File: src/sv/lifosrch_pkg.sv
// shared types and constants for the lifo stack with depth-limited search
// no dependencies; imported by every module of the block
`default_nettype none

package lifosrch_pkg;

   // parameter defaults
   localparam int DEPTH_DEF      = 64;
   localparam int ITEM_WIDTH_DEF = 32;

   // fixed field widths of the channel words
   localparam int FIELD_W = 32;
   localparam int LIMIT_W = 8;

   // hit bits folded per cycle by the search scanner
   localparam int SCAN_CHUNK = 32;

   typedef enum logic [1:0] {
      FN_PUSH   = 2'd0,
      FN_POP    = 2'd1,
      FN_SEARCH = 2'd2
   } func_type;

   typedef enum logic [1:0] {
      ST_OK        = 2'd0,
      ST_POP_EMPTY = 2'd1,
      ST_PUSH_FULL = 2'd2
   } status_type;

   typedef enum logic [1:0] {
      FSM_IDLE = 2'b01,
      FSM_SCAN = 2'b10
   } fsm_type;

   // broadcast to every cell of the chain
   typedef struct packed {
      logic push;
      logic pop;
      logic search;
   } cell_ctl_type;

   // scanner report
   typedef struct packed {
      logic done;
      logic found;
   } scan_res_type;

endpackage

`default_nettype wire

File: src/sv/lifosrch_cell.sv
// one stack cell: holds one entry, shifts with its neighbors, compares against a key
// depends on lifosrch_pkg
`default_nettype none

module lifosrch_cell #(
   parameter int ITEM_WIDTH = lifosrch_pkg::ITEM_WIDTH_DEF,
   parameter int IDX        = 0,
   parameter int CMP_W      = 7
) (
   input  wire logic                       clock,
   input  wire lifosrch_pkg::cell_ctl_type ctl,
   input  wire logic [ITEM_WIDTH-1:0]      above_val,
   input  wire logic [ITEM_WIDTH-1:0]      below_val,
   input  wire logic [ITEM_WIDTH-1:0]      key,
   input  wire logic [CMP_W-1:0]           checks,
   output logic      [ITEM_WIDTH-1:0]      val,
   output logic                            hit
);
   import lifosrch_pkg::*;

   logic [ITEM_WIDTH-1:0] val_ff, val_in;
   logic                  hit_ff, hit_in;
   logic                  in_range;

   // cell index counts down from the top of the stack
   assign in_range = CMP_W'(IDX) < checks;

   always_comb begin
      if (ctl.push) begin
         val_in = above_val;
      end else if (ctl.pop) begin
         val_in = below_val;
      end else begin
         val_in = val_ff;
      end
      hit_in = ctl.search ? (in_range && (val_ff == key)) : hit_ff;
   end

   always_ff @(posedge clock) begin
      val_ff <= val_in;
      hit_ff <= hit_in;
   end

   assign val = val_ff;
   assign hit = hit_ff;

endmodule

`default_nettype wire

File: config.mk
export PLATFORM = sky130hd
export DESIGN_NAME = lifosrch_cell
export DESIGN_NICKNAME = d
export VERILOG_FILES = /design/src/sv/lifosrch_pkg.sv /design/src/sv/lifosrch_cell.sv
export SDC_FILE = /design/constraint.sdc
export NUM_CORES = 1
export LEC_CHECK = 0
export BUFFER_PORTS_ARGS = -buffer_cell sky130_fd_sc_hd__buf_2
export CORE_MARGIN = 1
export CORE_UTILIZATION = 43
export CTS_BUF_LIST = sky130_fd_sc_hd__clkbuf_2
export DETAILED_ROUTE_END_ITERATION = 16
export PLACE_DENSITY = 0.84
export SETUP_SLACK_MARGIN = 0.4
export SYNTH_ARGS = -nofsm -noshare
export SYNTH_HDL_FRONTEND = slang
export SYNTH_SLANG_ARGS = --single-unit
File: constraint.sdc
create_clock -name clock -period 3.3 [get_ports clock]
set_input_delay 0.495 -clock clock [delete_from_list [all_inputs] [get_ports clock]]
set_output_delay 0.495 -clock clock [all_outputs]
set_load 0.01 [all_outputs]
======== Word level (Yosys, flattened, before mapping) ========
Index checks and enable logic that the tools add are counted.
word-level totals
  register bits after elaboration ......... 33
  bits of input ports ..................... 107
  output and inout bits ................... 33
  logic and storage cells ................. 8
operators by class
  $lt $le $gt $ge ......................... 1
  eq/ne operators ......................... 1
  mux-type cells .......................... 2
  reduce and logical (&&, ||, !) cells .... 2
operators by type and width
  cell                                                count
  two-way mux 32 bit                                  2
  == test 32 bit                                      1
  < comparator 1 x 7 -> 1 bit (first input constant)  1
  nonzero test 2 bit                                  1
  logical AND 1 bit                                   1

======== Logic depth before layout (Yosys ltp) ========
  depth in word-level cells ............... 2
  gate-level depth with buffers ........... 4

======== Worst setup path after synthesis ========
No wires, ideal clock.
  kind .................................... input to register
  start point ............................. in ctl[2] (netlist bit)
  end point ............................... reg val_ff[0] (netlist: val[0]), enable pin
  library setup time ...................... 0.375 ns
  data arrival time ....................... 1.404 ns
  setup slack ............................. 1.522 ns
  cell stages on the path ................. 3
  path buffers ............................ 2
  cells stage by stage .................... clkbuf_1 > buf_2 > or2_2
on the way
  cells in the longest elaborated chain, start to end .. 1
ends and longest elaborated chain
  element                       line                 text
  from (decl)                   lifosrch_cell.sv:11  input wire lifosrch_pkg::cell_ctl_type ctl,
  nonzero test 2 bit (no line)  -
  to (signal assigned)          lifosrch_cell.sv:40  val_ff <= val_in;
  to (decl)                     lifosrch_cell.sv:21  logic [ITEM_WIDTH-1:0] val_ff, val_in;
No other way between the ends.
A chain may end at the register's enable or synchronous reset.

======== Worst setup path after layout ========
  start point ............................. reg val_ff[14] (netlist: val[14])
  end point ............................... reg hit_ff (netlist: hit), data pin
on the way
  cells in the longest elaborated chain, start to end .. 2
ends and longest elaborated chain
  element               line                 text
  == test 32 bit        lifosrch_cell.sv:36  hit_in = ctl.search ? (in_range && (val_ff == key)) : hit_ff;
  logical AND 1 bit     lifosrch_cell.sv:36
  to (signal assigned)  lifosrch_cell.sv:41  hit_ff <= hit_in;
  to (decl)             lifosrch_cell.sv:22  logic hit_ff, hit_in;
No other way between the ends.

==> run summary <==
status: finished clean
fmax: 0.581 GHz
CP Launch Type: flip-flop
router iterations before antenna repair: 4
synthesized area: 1740 um2
CP required: 3470 ps
routed len/inst: 13.7 um
FP Rows: 22
max-cap violation count: 0
CTS Root Cell: clkbuf_2
Seq/Total Area, Yosys: 57.0%
via count: 1472
Max clock buf depth: 2
period utilisation layout: 52.1%
WL final: 4210 um
max-slew violation total from the final report: 0
CP delay by family, top: simple AND/OR/NAND/NOR gates
Arr. time, crit path: 1890 ps
I/O pins: 140
Setup Buffers After CTS: 0
post-DP HPWL: 3360 um
Chip Height: 65.6 um
post-route cell area: 2520 um2
gr usage total: 20.6%
Rel. slew slack: 51.2%
hold path depth: 1
TritonCTS clock tree: yes
Worst-path clk slew: 160 ps
static leakage: 1.18 nW
FILL cells: 298
reg2reg path depth: 4
Vias/cell: 4.79
Final Hold Vio Count: 0
Final Power: 965 uW
DRC viols: 0
yosys warns: 0
Starting DRT DRC Count: 18
Yosys reg bits: 33
H-tree depth reported by CTS: 2
share of cells above drive strength 1: 69.9%
slew at the pin closest to its max-slew limit: 731 ps
register area: 991 um2
hold buffer count at cts: 0
Port Buffer Count: 139
worst-path cell chain: xor2_1 > nor4_1 > nand4_1 > a2111oi_1
final core utilization: 66.9%
synth-to-layout area growth: 45.1%
largest net degree at the start of global routing: 33
Placed Area: 2480 um2
Final TNS setup: 0 ps
slowest cell delay on critical path: 450 ps
initial core utilization: 46.1%
Final min period: 1720 ps
Clock Sinks: 33
Power Density: 382 nW/um2
post-route ant nets: 0
Crit Path Category: reg -> reg
critical path endpoint category: flip-flop
Ant. Diodes: 0
worst vdd ir: 227 uV
global placer's final weighted congestion: 0.699
slowest CP cell: edfxtp_1
post-synthesis instance total: 115
WP buf/inv: 0
first-pass GRT wire length: 6260 um
CP Max Fanout: 2
Syn Nets: 222
grt ovf: 0
syn_area_per_cell: 15.1 um2
dominant cell type by area after synthesis: edfxtp_1
min-delay worst type: in -> reg
multi-input logic area: 729 um2
# setup viols final: 0
Die Wd: 65.6 um
CTS resizes: 0
die footprint: 4300 um2
number of global-route vias before repair: 1373
CP Depth: 4
top-area cell type share of the netlist area: 57.0%
# nets final: 365
Core Region: 3770 um2
Synth cell types: 12
skew final: 16.0 ps
CTS buffer count: 5
Clock Latency Late Sink: 360 ps
RSZ-0062 raised after global routing: false
antenna violations before repair: 0
top cells by area, synth: edfxtp_1, mux2_2, xor2_1
## worst paths after layout
check	startpoint	end	slack, ps
setup / recovery	val[14]	hit	1580
hold / removal	ctl[0]	hit	310
setup reg to reg	val[14]	hit	1580
hold reg to reg	val[27]	hit	730
## cell usage after synthesis
cell type	number
mux2_2	32
clkbuf_1	1
xnor2_1	4
a2111oi_1	1
edfxtp_1	33
xor2_1	28
nor4_1	8
nand4_1	2
or2_2	1
buf_2	3
nor3_1	1
nand3_1	1
## per-layer routing
| layer | wire, um | vias up | global-route usage, % |
|---|---|---|---|
| met4 | 53 | 0 | 7.61 |
| met2 | 2240 | 89 | 39.2 |
| met1 | 1520 | 658 | 20.6 |
| li1 | - | 718 | - |
| met5 | 0 | - | 0 |
| met3 | 404 | 7 | 6.60 |
## layout make-up
cell class,count,area share (%)
well taps,48,2.38
multi-input cells,78,28.9
flip-flops and latches,33,39.3
repair buffers,140,27.9
clock buffers,8,1.59
## flip-flops by register name, indices dropped and copies added (netlist names)
| register | cells |
|---|---|
| hit | 1 |
| val | 32 |
## through the flow
stage	setup slack [ps]	hold WS [ps]	instances
floorplan	1520	607	115
global placement	1450	695	299
detailed placement	1390	696	299
CTS	1510	301	307
global route	1410	280	307
finish	1580	315	307
## cells by family (layout without fill, tap and decap cells)
family	count (synthesis)	count (layout)	share of synthesized area (%)
compound gates	1	1	0.576
xor+xnor	32	32	16.1
buf+inv	4	148	1.08
flops	33	33	57.0
mux	32	32	20.7
simple gates	13	13	4.53
## where the power goes
| part | total (mW) | switching [mW] | internal (mW) |
|---|---|---|---|
| registers | 0.544 | 0.0292 | 0.515 |
| logic | 0.232 | 0.103 | 0.129 |
| clock network | 0.189 | 0.126 | 0.0626 |
## cells in the final DEF, fill, tap and decap left out
master and count:
buf_2 139, edfxtp_1 33, mux2_2 32, xor2_1 28, nor4_1 8, clkbuf_2 8, xnor2_1 4, nand4_1 2
nor3_1 1, nand3_1 1, a2111oi_1 1, or2_2 1, buf_4 1
Power figures use the tool's default switching activity.
