[src/sv/lifosrch_pkg.sv]
// shared types and constants for the lifo stack with depth-limited search
// no dependencies; imported by every module of the block
`default_nettype none

package lifosrch_pkg;

   // parameter defaults
   localparam int DEPTH_DEF      = 64;
   localparam int ITEM_WIDTH_DEF = 32;

   // fixed field widths of the channel words
   localparam int FIELD_W = 32;
   localparam int LIMIT_W = 8;

   // hit bits folded per cycle by the search scanner
   localparam int SCAN_CHUNK = 32;

   typedef enum logic [1:0] {
      FN_PUSH   = 2'd0,
      FN_POP    = 2'd1,
      FN_SEARCH = 2'd2
   } func_type;

   typedef enum logic [1:0] {
      ST_OK        = 2'd0,
      ST_POP_EMPTY = 2'd1,
      ST_PUSH_FULL = 2'd2
   } status_type;

   typedef enum logic [1:0] {
      FSM_IDLE = 2'b01,
      FSM_SCAN = 2'b10
   } fsm_type;

   // broadcast to every cell of the chain
   typedef struct packed {
      logic push;
      logic pop;
      logic search;
   } cell_ctl_type;

   // scanner report
   typedef struct packed {
      logic done;
      logic found;
   } scan_res_type;

endpackage

`default_nettype wire

[src/sv/lifosrch_scan.sv]
// search scanner: folds the cells' hit bits into one found flag, a chunk per cycle
// depends on lifosrch_pkg
`default_nettype none

module lifosrch_scan #(
   parameter int DEPTH = lifosrch_pkg::DEPTH_DEF
) (
   input  wire logic                       clock,
   input  wire logic                       reset,
   input  wire logic                       start,
   input  wire logic [DEPTH-1:0]           hits,
   output lifosrch_pkg::scan_res_type      res
);
   import lifosrch_pkg::*;

   localparam int CHUNK_W = (DEPTH < SCAN_CHUNK) ? DEPTH : SCAN_CHUNK;
   localparam int NCHUNK  = (DEPTH + CHUNK_W - 1) / CHUNK_W;
   localparam int IDX_W   = (NCHUNK > 1) ? $clog2(NCHUNK) : 1;
   localparam int PAD_W   = NCHUNK * CHUNK_W;

   logic               busy_ff, busy_in;
   logic [IDX_W-1:0]   idx_ff, idx_in;
   logic               acc_ff, acc_in;
   logic [PAD_W-1:0]   padded;
   logic [CHUNK_W-1:0] chunk;
   logic               last;

   assign padded = PAD_W'(hits);
   assign chunk  = padded[idx_ff*CHUNK_W +: CHUNK_W];
   assign last   = idx_ff == IDX_W'(NCHUNK - 1);

   always_comb begin
      busy_in = busy_ff;
      idx_in  = idx_ff;
      acc_in  = acc_ff;
      if (start) begin
         busy_in = 1'b1;
         idx_in  = '0;
         acc_in  = 1'b0;
      end else if (busy_ff) begin
         busy_in = !last;
         idx_in  = idx_ff + IDX_W'(1);
         acc_in  = acc_ff | (|chunk);
      end
   end

   always_ff @(posedge clock) begin
      if (reset) begin
         busy_ff <= 1'b0;
      end else begin
         busy_ff <= busy_in;
      end
      idx_ff <= idx_in;
      acc_ff <= acc_in;
   end

   assign res.done  = busy_ff && last;
   assign res.found = acc_ff | (|chunk);

endmodule

`default_nettype wire

[config.mk]
export PLATFORM = sky130hd
export DESIGN_NAME = lifosrch_scan
export DESIGN_NICKNAME = d
export VERILOG_FILES = /design/src/sv/lifosrch_pkg.sv /design/src/sv/lifosrch_scan.sv
export SDC_FILE = /design/constraint.sdc
export NUM_CORES = 1
export LEC_CHECK = 0
export ABC_AREA = 0
export BUFFER_PORTS_ARGS = -buffer_cell sky130_fd_sc_hd__buf_2
export CAP_MARGIN = 20
export CORE_AREA = 2 2 39 41
export CTS_BUF_LIST = sky130_fd_sc_hd__clkbuf_2 sky130_fd_sc_hd__clkbuf_4 sky130_fd_sc_hd__clkbuf_8
export CTS_CLUSTER_SIZE = 40
export DETAILED_ROUTE_END_ITERATION = 16
export DIE_AREA = 0 0 41 43
export PLACE_DENSITY_LB_ADDON = 0.1
export SYNTH_ARGS = -nofsm -noshare
export SYNTH_HDL_FRONTEND = slang
export SYNTH_SLANG_ARGS = --single-unit
[constraint.sdc]
create_clock -name clock -period 3.3 [get_ports clock]
set_clock_uncertainty 0.15 [all_clocks]
set_input_delay 0.165 -clock clock [delete_from_list [all_inputs] [get_ports clock]]
set_output_delay 0.165 -clock clock [all_outputs]
set_load 0.005 [all_outputs]
* Word-level counts from Yosys, hierarchy flattened
Cells that the tools add are included.
** Cells by class
- $add $sub $neg :: 1
- Shift-type cells :: 1
- Mux-type cells :: 2
- Bitwise operators :: 1
- Reductions and logical operators :: 3
** Operator list (number)
- variable part select 64 x 7 -> 32 bit :: 1
- OR reduction 32 bit :: 1
- two-way mux 1 bit :: 2
- adder 1 bit (second input constant) :: 1
- logical AND 1 bit :: 1
- zero test 1 bit :: 1
- OR 1 bit :: 1
** Storage, ports and cells
- Bits in registers :: 3
- Output and inout bits :: 2
- Logic and storage cells :: 11

* Depth between registers and ports, before layout
Gate-level depths: netlist (run 1).
- Word-level depth :: 3
- Mapped depth :: 6

* Worst setup path after synthesis (run 1)
Ideal clock, no wire load.
- Kind :: reg-to-reg
- Start point :: register idx_ff
- End point :: register acc_ff
- Library setup time :: 115 ps
- Arrival :: 1259 ps
- Data required time :: 3035 ps
- Path slack :: 1776 ps
- Stages on the path, launching flop included :: 7
- Path buffers :: 1
- Path through :: dfxtp_1 buf_6 nor4_4 nand4_1 a221oi_2 o21ai_1 and2_1
** RTL lines
- start: declaration :: line lifosrch_scan.sv:22 : logic [IDX_W-1:0] idx_ff, idx_in;
- start signal: assignment :: line lifosrch_scan.sv:53 : idx_ff <= idx_in;
- end signal: assignment :: line lifosrch_scan.sv:54 : acc_ff <= acc_in;
- end: declaration :: line lifosrch_scan.sv:23 : logic acc_ff, acc_in;

==> results.md, run 1 <==
- The insertion delay of the later-clocked pin in the worst-skew pair is 240 ps.
- Clock-pin slew was measured on the worst setup and hold paths at 40 ps.
- The total power consumption of the routed design is 173 uW.
- The die boundary width is 41 um.
- The final-layout setup total negative slack is 0 ps.
- The number of antenna violations at the first check in global routing is 0.
- The overall track demand over capacity in global routing is 0.166.
- The number of nets in the synthesized netlist is 108.
- The run finished with clean final reports.
- The max capacitance violation total is 0.
- The congestion estimate from routability-driven global placement came to 0.699.
- The final hold violation count is 0.
- The total area inside the core boundary comes to 1380 um^2.
- The fraction of layout instances using a drive strength above 1 is 0.658.
- The slew at the pin with the worst max-slew slack is 311 ps.
- The nature of the critical path endpoint is an output port.
- Counting every instance in the synthesized netlist gives 41.
- The sequential element share of the synthesized area is 0.195.
- The number of antenna diodes in the final layout is 0.
- Buffers inserted during clock tree synthesis total 3.
- The number of slew-limit violations in the final report came to 0.
- The number of warning messages in the yosys log is 0.
- Along the worst path, the maximum fanout reaches 8.
- The path class of the tightest hold or removal check is in -> reg.
- The first TritonRoute pass finished after 4 iterations.
- The worst setup path is launched from a flop.
- The buffer levels on the longest clock path is 2.
- In this run, post-CTS repair resized a total of 0 instances.
- In the final routed layout, each cell accounts on average for 10.1 um.
- Dividing total power by cell area gives a power density of 245 nW/um^2.
- The synthesized design contains 3 register bits.
- At the worst endpoint, the required time is 2980 ps.
- The net count reported at finish is 182.
- The buffer cell driving the clock tree root is sky130_fd_sc_hd__clkbuf_4.
- The final critical-path share of the clock period is 0.586.
- The final instance area is 707 um^2.
- The number of vias after detailed routing is 608.
- Setup repair after global routing left no endpoint under its margin.
- The area growth from synthesis to layout is 130%.
- After the first detailed-routing iteration, the DRC count stood at 5.
- The filler cells instantiated in the layout total 156.
- The number of remaining DRC errors is 0.
- The post-detailed-route count of antenna-violating nets is 0.
- The worst setup path is of the reg -> out kind.
- The wire length of the first global-routing pass is 2.06 mm.
- The analysis attributes to cell leakage a power of 0.000359 uW.
- The row count is 14.
- The final layout contains routed wiring with a total length of 1.31 mm.
- The worst pin sits at a relative slew slack of 0.792.
- The routed design could run at a clock period as short as 1930 ps.
- The maximum clock frequency is 517 MHz.
- The post-placement cell area is 657 um^2.
- In this run, distinct cell masters in the synthesized netlist total 16.
- The CTS tree is yes.
- The floorplan step set the die height to 43 um.
- The die outline area is 1760 um^2.
- The number of buffers inserted by port buffering is 68.
- IR analysis of the VDD net gives a maximum drop of 0.000252 V.
- A synthesized cell averages 7.51 um^2.
- After detailed routing, the number of vias per cell comes to 4.68.
- The pin count of the biggest net entering global routing is 9.
- Summing every instance area after synthesis gives 308 um^2.
- The initial utilization of the core area, before any placement, comes to 0.222.
- During I/O placement, the number of pins put on the boundary was 69.
- The worst endpoint data arrival time is 1620 ps.
- The total clock sinks is 3.
- The residual overflow from global routing is 0.
- The number of global-route vias before repair is 573.
- Setup violations remaining at the end of the flow were counted as 0.
- In this run the number of H-tree levels came out at 1.
## final timing paths
check	to	slack, ps	cells past startpoint	startpoint
setup / recovery	res[0]	1370	5	idx_ff
hold / removal	acc_ff	170	4	hits[62]
setup reg to reg	acc_ff	1650	5	idx_ff
hold reg to reg	idx_ff	390	2	busy_ff
## cell usage in the layout (no fill, tap or decap), drive strengths merged
cell type	n
dfxtp	3
dlygate4sd3	2
nor4b	2
clkbuf	4
inv	1
nand4	4
nor3	2
nand2	2
buf	68
a21oi	1
nor4	12
a221oi	1
and2	2
xnor2	1
o21ai	1
nor2	8
## worst max-delay path, stage by stage, from the launching register on
cell and delay, ps:
sky130_fd_sc_hd__dfxtp_1 490, sky130_fd_sc_hd__nor4b_2 250, sky130_fd_sc_hd__nand4_1 130, sky130_fd_sc_hd__a221oi_2 280
sky130_fd_sc_hd__o21ai_1 100, sky130_fd_sc_hd__buf_2 140
## flip-flops by register name, summed over array words and instances (netlist names)
register and count:
acc_ff 1, busy_ff 1, idx_ff 1
## area by class of cell
type	instances	area [um^2]	share of cell area
inverters	1	3.75	0.00531
flip-flops and latches	3	60.1	0.0850
repair buffers	70	360	0.510
clock buffers	4	30.0	0.0425
multi-input cells	36	233	0.329
well taps	16	20.0	0.0283
## cells in the mapped netlist (all sizes together)
master	number	share of area
nor4	12	0.29
nor2	8	0.098
nand4	4	0.081
dfxtp	3	0.20
and2	2	0.041
nand2	2	0.024
nor3	2	0.033
nor4b	2	0.077
a21oi	1	0.016
a221oi	1	0.049
buf	1	0.037
inv	1	0.012
o21ai	1	0.016
xnor2	1	0.028
## what timing repair did
action,CTS,global route
endpoints found under the hold margin,2,0
hold buffers,2,0
buffers inserted,0,0
## per-stage QoR
stage / utilization / instances / setup slack, ps / hold WS (ps)
floorplan: - / 41 / 1780 / 87.4
global placement: 0.475 / 124 / 1600 / 175
detailed placement: 0.475 / 124 / 1580 / 179
CTS: 0.511 / 130 / 1320 / 172
global route: 0.511 / 130 / 1220 / 210
finish: 0.511 / 130 / 1370 / 169
## layer usage
metal / wire [um] / global-route usage / vias to the layer above / share of wire
li1: - / - / 309 / -
met1: 384 / 0.157 / 254 / 0.29
met2: 743 / 0.325 / 45 / 0.57
met3: 185 / 0.0524 / 0 / 0.14
met4: 0 / 0.0200 / 0 / 0
met5: 0 / 0 / - / 0
## where the power goes
group	switching, uW	internal, uW
combinational	17.6	37.2
sequential	5.16	40.0
clock	19.8	53.5
## cell families after synthesis
family,share of synthesized area
simple gates,0.646
compound gates,0.0813
flops,0.195
buf+inv,0.0488
xor+xnor,0.0285
Power figures use the tool's default switching activity.
==> run 2, diff against run 1 <==
CORE_AREA = not set   (was 2 2 39 41)
CORE_UTILIZATION = 23   (was not set)
DIE_AREA = not set   (was 0 0 41 43)
clock period = 1.98 ns   (was 3.3 ns; I/O delays follow)
==> run 2 against run 1 <==
Flip-flop and latch count unchanged. Sequential share of layout area up 0.071 points. Worst hold slack worse by 56 ps. Via count rose by 1.2%. Clock-buffer cell count unchanged. Final cell count fell by 0.77%. Sequential power increased by 68%. Die area shrank 16%. Design area rose by 1.2%. Critical path depth stayed put. Global-route usage increased by 0.89 points.
==> results.md, run 2 (synthesized netlist as in run 1, its figures left out) <==
- At the later pin of the worst-skew pair, clock insertion delay measures 230 ps.
- The run finished with clean final reports.
- The final hold violation count is 0.
- By startpoint and endpoint, the worst setup path is classified as reg -> out.
- The combinational cell fraction of total power is 0.322.
- The library cell used most frequently in the layout, excluding fill and tap cells, is sky130_fd_sc_hd__buf_2.
- The switching share of total power is 0.247.
- STA classifies the critical path startpoint as a flop.
- The worst hold path begins at hits[62].
- The tree is rooted in a sky130_fd_sc_hd__clkbuf_4.
- The number of clock buffers added by TritonCTS is 3.
- For this block, the initial DRC count from the detailed router was 1.
- After detailed routing, the average wire length per cell comes to 9.72 um.
- The worst endpoint data arrival time is 1540 ps.
- After floorplanning, the core was sized to cover 1170 um^2.
- The final instance area is 716 um^2.
- The worst hold-check path type is in -> reg.
- The initial utilization of the core area, before any placement, comes to 0.263.
- The nature of the critical path endpoint is an output port.
- The post-detailed-route count of antenna-violating nets is 0.
- VDD sags by at most 0.000241 V.
- Counting every sink on the clock net gives 3.
- The number of global-route vias before repair is 482.
- For the final routed database, the setup TNS stands at 0 ps.
- The final cell count without fillers is 129.
- From bottom edge to top edge, the die measures 38.6 um.
- TritonCTS built the clock tree.
- After detailed routing, the number of remaining DRC violations is 0.
- The die is 38.6 um wide.
- In the layout the commonest cells are 68 x sky130_fd_sc_hd__buf_2, 11 x sky130_fd_sc_hd__nor4_1, 8 x sky130_fd_sc_hd__nor2_1.
- The data required time of the worst path is 1730 ps.
- The post-placement cell area is 654 um^2.
- The number of slew-limit violations in the final report came to 0.
- Setup violations remaining at the end of the flow were counted as 0.
- The initialized floorplan defines 12 standard-cell rows.
- The final critical-path share of the clock period is 0.903.
- The worst register-to-register path has a depth of 5.
- The number of antenna violations at the first check in global routing is 0.
- Setup repair after global routing left no endpoint under its margin.
- The die outline area is 1490 um^2.
- For this run, the post-layout net count is 183.
- During I/O placement, the number of pins put on the boundary was 69.
- The reg-to-reg endpoint is acc_ff.
- For this run, the total global-route usage over all layers was measured as 0.175.
- The antenna diode count is 0.
- Entering global routing, the biggest net connects 9 pins.
- The routed design could run at a clock period as short as 1790 ps.
- For hold timing, the worst endpoint is acc_ff.
- Summed over all cells, the static leakage comes to 0.000364 uW.
- The final weighted congestion in routability-driven placement is 0.700.
- The headroom to the max-slew limit is 0.807.
- For the pin with the worst max-slew slack, the measured transition is 287 ps.
- Along the worst path, the maximum fanout reaches 8.
- The maximum clock frequency is 560 MHz.
- Once placement completed, the tool counted placed cells totaling 122.
- The switching power summed over all nets is 72.1 uW.
- The power per unit of standard cell area is 409 nW/um^2.
- The H-tree depth is 1.
- The fraction of layout instances using a drive strength above 1 is 0.661.
- After detailed routing, the total wire length is 1.25 mm.
- The internal power component is 220 uW.
- The clock-pin slew reported for the worst setup and hold paths after clock tree synthesis is 40 ps.
- The buffer levels on the longest clock path is 2.
- The residual overflow from global routing is 0.
- Using the TritonRoute via totals, the vias-per-cell ratio works out to 4.77.
- The power share of the sequential group is 0.259.
- The setup check on the worst reg-to-reg path leaves a slack of 410 ps.
- The first global-routing pass estimated 1.71 mm of wire.
- Compared with the post-synthesis result, the final layout area differs by 133%.
- Once routing completed, OpenROAD measured the worst setup slack at 193 ps.
- Summing over every cut layer, the via total after detailed routing is 615.
- The clock power share is 0.418.
- The worst hold path passes through 4 cells.
- The worst register-to-register path begins at idx_ff.
- The pre-CTS worst setup slack is 298 ps.
- The max capacitance violation total is 0.
- The largest registers in the layout are acc_ff: 1 flops, busy_ff: 1 flops, idx_ff: 1 flops.
- The number of buffers inserted by port buffering is 68.
- The number of detailed-route iterations in the first pass is 2.
==> run 2: stage by stage <==
stage	hold WS [ps]	power [uW]	util
floorplan	21.4	100	-
global placement	105	165	0.559
detailed placement	109	166	0.559
CTS	113	298	0.610
global route	169	314	0.611
finish	113	292	0.611
==> run 2: area by class of cell <==
type / instances / area, um^2
Multi-Input combinational cell: 36 / 233
Fill cell: 102 / 455
Sequential cell: 3 / 61.3
Inverter: 1 / 3.75
Timing Repair Buffer: 71 / 370
Clock buffer: 4 / 30.0
Tap cell: 14 / 17.5
==> run 2: worst max-delay path by stage <==
stage | end | cells past startpoint | from
2_1_floorplan | acc_ff | 6 | idx_ff
6_report | res[0] | 5 | idx_ff
5_1_grt | res[0] | 5 | idx_ff
3_5_place_dp | acc_ff | 5 | idx_ff
4_1_cts | res[0] | 5 | idx_ff
3_3_place_gp | acc_ff | 5 | idx_ff
==> run 2: routing by layer <==
| metal | GRT usage | vias to the layer above | wire, um |
|---|---|---|---|
| li1 | - | 312 | - |
| met1 | 0.145 | 248 | 381 |
| met2 | 0.313 | 53 | 615 |
| met3 | 0.0867 | 2 | 246 |
| met4 | 0.129 | 0 | 10 |
| met5 | 0 | - | 0 |
==> run 2: worst max-delay path: stages, from the launching register on <==
cell,delay (ps)
sky130_fd_sc_hd__dfxtp_2,410
sky130_fd_sc_hd__nor4b_2,230
sky130_fd_sc_hd__nand4_1,140
sky130_fd_sc_hd__a221oi_2,280
sky130_fd_sc_hd__o21ai_1,100
sky130_fd_sc_hd__buf_2,140
==> run 2: repair_timing <==
| item | in CTS | in global routing |
|---|---|---|
| buffers inserted | 0 | 0 |
| resized for setup | 0 | 1 |
| endpoints found under the hold margin | 2 | 0 |
| hold buffers | 3 | 0 |
| setup endpoints to repair | 0 | 1 |
==> run 2: power by group through the flow <==
stage,logic [uW],clock network [uW],registers (uW)
2_1_floorplan,29.8,0,70.6
3_3_place_gp,89.1,0,75.7
3_5_place_dp,89.6,0,76.0
4_1_cts,95.0,128,75.3
5_1_grt,105,131,77.4
6_report,94.3,122,75.9
